### src/spq_pkg.sv
// Package with the shared types and codes of the sorted priority queue.
`timescale 1ns / 1ps

package spq_pkg;

	// Operation codes carried on func.
	localparam logic FUNC_ENQ = 1'b0;
	localparam logic FUNC_DEQ = 1'b1;

	// Result status codes.
	localparam logic [1:0] STATUS_OK    = 2'd0;
	localparam logic [1:0] STATUS_FULL  = 2'd1;
	localparam logic [1:0] STATUS_EMPTY = 2'd2;

	// Fixed field widths.
	localparam int unsigned DATA_W = 32;
	localparam int unsigned OCC_W  = 9;

	// One stored entry of the chain.
	typedef struct packed {
		logic                     valid;
		logic signed [DATA_W-1:0] value;
		logic signed [DATA_W-1:0] prio;
	} entry_t;

	// Per-cycle command broadcast to every cell.
	typedef struct packed {
		logic enq;
		logic deq;
	} cell_ctrl_t;

endpackage

### src/spq_cell.sv
// One cell of the sorted chain: holds a single entry, ordered highest priority first.
`timescale 1ns / 1ps

module spq_cell (
	input  logic                              clk,
	input  logic                              arst_n,
	input  spq_pkg::cell_ctrl_t               ctrl,
	input  logic signed [spq_pkg::DATA_W-1:0] new_value,
	input  logic signed [spq_pkg::DATA_W-1:0] new_priority,
	input  spq_pkg::entry_t                   up_entry,
	input  logic                              up_keep,
	input  spq_pkg::entry_t                   down_entry,
	output spq_pkg::entry_t                   entry,
	output logic                              keep
);

	logic                              valid_q;
	logic signed [spq_pkg::DATA_W-1:0] value_q;
	logic signed [spq_pkg::DATA_W-1:0] priority_q;
	logic                              load;
	spq_pkg::entry_t                   next_entry;

	// A cell keeps its entry on an insert when it outranks the new one strictly,
	// so the new entry lands ahead of any stored entry of equal priority.
	assign keep = valid_q && (priority_q > new_priority);

	// Choose what the cell takes this cycle: the new entry, the neighbour above
	// shifting down, or the neighbour below moving up on a removal.
	always_comb begin
		load       = 1'b0;
		next_entry = up_entry;
		if (ctrl.enq && !keep) begin
			load = 1'b1;
			if (up_keep) begin
				next_entry.valid = 1'b1;
				next_entry.value = new_value;
				next_entry.prio  = new_priority;
			end else begin
				next_entry = up_entry;
			end
		end else if (ctrl.deq) begin
			load       = 1'b1;
			next_entry = down_entry;
		end
	end

	// Occupancy flag of the cell.
	always_ff @(posedge clk or negedge arst_n) begin
		if (!arst_n) begin
			valid_q <= 1'b0;
		end else if (load) begin
			valid_q <= next_entry.valid;
		end
	end

	// Entry payload.
	always_ff @(posedge clk) begin
		if (load) begin
			value_q    <= next_entry.value;
			priority_q <= next_entry.prio;
		end
	end

	assign entry.valid = valid_q;
	assign entry.value = value_q;
	assign entry.prio  = priority_q;

endmodule

### config.mk
export PLATFORM = sky130hd
export DESIGN_NAME = spq_cell
export DESIGN_NICKNAME = d
export VERILOG_FILES = /design/src/spq_pkg.sv /design/src/spq_cell.sv
export SDC_FILE = /design/constraint.sdc
export NUM_CORES = 1
export LEC_CHECK = 0
export ABC_AREA = 0
export ABC_CLOCK_PERIOD_IN_PS = 4500
export BUFFER_PORTS_ARGS = -buffer_cell sky130_fd_sc_hd__buf_2
export CORE_MARGIN = 2
export CORE_UTILIZATION = 30
export DETAILED_ROUTE_END_ITERATION = 7
export PLACE_DENSITY = 0.62
export SLEW_MARGIN = 25
export SYNTH_ARGS = -nofsm -noshare
export SYNTH_HDL_FRONTEND = slang
export SYNTH_SLANG_ARGS = --single-unit
export TNS_END_PERCENT = 30
### constraint.sdc
create_clock -name clk -period 4.5 [get_ports clk]
set_input_delay 0.9 -clock clk [delete_from_list [all_inputs] [get_ports clk]]
set_output_delay 0.9 -clock clk [all_outputs]
set_load 0.005 [all_outputs]
==> results.cfg <==
[yosys]
ys.flop_type = edfxtp_1
async_flop_share_pct = 1.54
yosys.area.top_type_share_pct = 46.3
synth.most_common_cell = edfxtp_1
synthTopCellsByCount = 64 x edfxtp_1, 49 x o221a_1, 44 x nand2_1, 37 x inv_1, 32 x ha_1
ys_seq_area_share_pct = 46.9
avgSynthCellArea_sq_um = 11.7
yosys_warnings = 0
syn_area_sq_mm = 0.00415
synthCells = 354
synth_largest_area_cell = edfxtp_1
ys_ff_latch = 65
synthTopCellsByArea = edfxtp_1 46%, o221a_1 13%, ha_1 9.6%
synth_edf_count = 64
synth_nets = 585
synth.distinct_cells = 39

[sta]
slew_violations = 0
max_freq_mhz = 253
final.setup.tns_ns = 0
holdWs_ns = 0.335
rsz0062_at_grt = false
setup_viol = 0
hold_violations = 0
fin_skew_ns = 0.00627
finalCritPeriodShare_pct = 87.8
max_slew.worst_pin.slew_ns = 0.813
period_needed_ns = 3.95
relSlewSlack_pct = 45.8

[route]
viasPerCell = 4.93
drtAntennaViolNets = 0
route.detailed.drc = 0
routedWlPerCell_microns = 17.0
via_count = 3941
drt-total-wl_mm = 13.6
drt-pass1-iter-count = 4
drt_iter0_markers = 152

[pwr]
power_density_mw_per_mm2 = 487
power.total_w = 0.00288
leakage_nw = 2.66
ir_worst_vdd_uv = 189

[cts]
clkTransAtPathRegs_ns = 0.06
cts_root_buf = clkbuf_16
cts_resized = 0
post-cts-setup-buffers = 0
cts_buffer_depth = 2
cts_tree = done
cts_buffers = 9
holdBufCountCts = 0
cts_num_sinks = 65
cts.htree.levels = 3
clock_latency_ns = 0.33

[final_layout]
final_cells = 799
nFillCells = 1313
multi_input_area_sq_mm = 0.00192
area_growth_pct = 42.7
final-seq-area_sq_mm = 0.00195
drive_gt1_share_pct = 50.3
final_area_sq_mm = 0.00592
fin_nets = 848

[placed_design]
dp.final_hpwl_mm = 10.8
dp_cells = 782
gp_congestion = 0.857
place_area_sq_mm = 0.00562
numPortBuffers = 264

[global_routing]
antenna_found_initial = 1
grt_util_all_layers_pct = 18.0
grt_max_degree = 44
grt_pass1_vias = 4028
grt_pass1_wl_mm = 20.3
grt-ovfl-total = 0

[floorplanning]
io_pins = 265
placeableCoreArea_sq_mm = 0.0134
die_x_microns = 122
rows = 42
start_util_pct = 31.0
die_h_microns = 122
die-area_sq_mm = 0.0148

[critical_path]
end_kind = output pin
rr_worst_depth = 10
path_max_fanout = 8
arrival_ns = 3.05
reg2reg_from = priority_q[31]
cp-startpoint = new_priority[31]
required_ns = 3.60
worstSetupStartpointType = input port
path_class = input port to output pin
ff2ff_setup_slack_ns = 0.91
crit_end = keep
reg2reg_to = value_q[21]

[hold_path]
holdCritPathClass = input port to async pin

[run_status]
status = complete, no violations

[run]
maxCapViolations = 0
worst max-delay path, cell delays in order:
cell and delay, ns:
buf_2 0.08, inv_1 0.05, ha_1 0.40, nand4_1 0.19
nor2_1 0.11, or4b_1 0.46, a41oi_2 0.30, nor3_1 0.12
o21ai_4 0.23, inv_4 0.07, buf_2 0.13
area by class of cell:
type                    instances  area share [%]
flip-flops and latches         65            32.9
clock inverters                 7            1.35
repair buffers                271            23.4
multi-input cells             232            32.4
well taps                     176            3.72
clock buffers                   9            3.80
inverters                      38            2.45
diodes                          1          0.0422
per-stage QoR:
step | setup slack (ns) | utilization, %
after floorplan | 0.473 | -
after global placement | 0.378 | 41.9
after detailed placement | 0.274 | 41.9
after CTS | 0.535 | 44.2
after global routing | 0.395 | 44.2
final | 0.549 | 44.2
metal layers:
metal	global-route usage, %	part of all wire [%]	vias to the layer above
met5	0	0	-
met4	7.33	2.4	0
met3	4.54	7.2	20
met2	32.2	50	175
met1	20.3	40	1838
li1	-	-	1908
how the worst min path moves through the flow:
stage	endpoint	startpoint	cells past startpoint
CTS	valid_q	arst_n	1
detailed placement	valid_q	valid_q	2
finish	valid_q	arst_n	1
floorplan	valid_q	valid_q	2
global placement	valid_q	valid_q	2
global route	valid_q	arst_n	1
flip-flops by register name, indices dropped and copies added (netlist names):
name and cells:
valid_q 1, priority_q 32, value_q 32
layout by cell type, fill, tap and decap left out, drive strengths merged, types with 6 or more instances in the layout:
| master | count |
|---|---|
| buf | 271 |
| edfxtp | 64 |
| o221a | 64 |
| nand2 | 44 |
| inv | 39 |
| ha | 32 |
| nand2b | 31 |
| a21oi | 13 |
| clkbuf | 9 |
| nand4 | 7 |
| o21ai | 7 |
| nor2 | 6 |
logic make-up after synthesis:
logic type	synth area share (%)
AO/OA/AOI/OAI	23.1
flip-flops	46.9
AND/OR/NAND/NOR	12.7
adder cells (fa/ha/maj)	9.64
multiplexers	0.482
buffers and inverters	7.23
power by group:
group / internal [W] / switching, W
Sequential: 0.000960 / 0.0000937
Combinational: 0.000520 / 0.000602
Clock: 0.000433 / 0.000274
(Power assumes the default switching activity.)
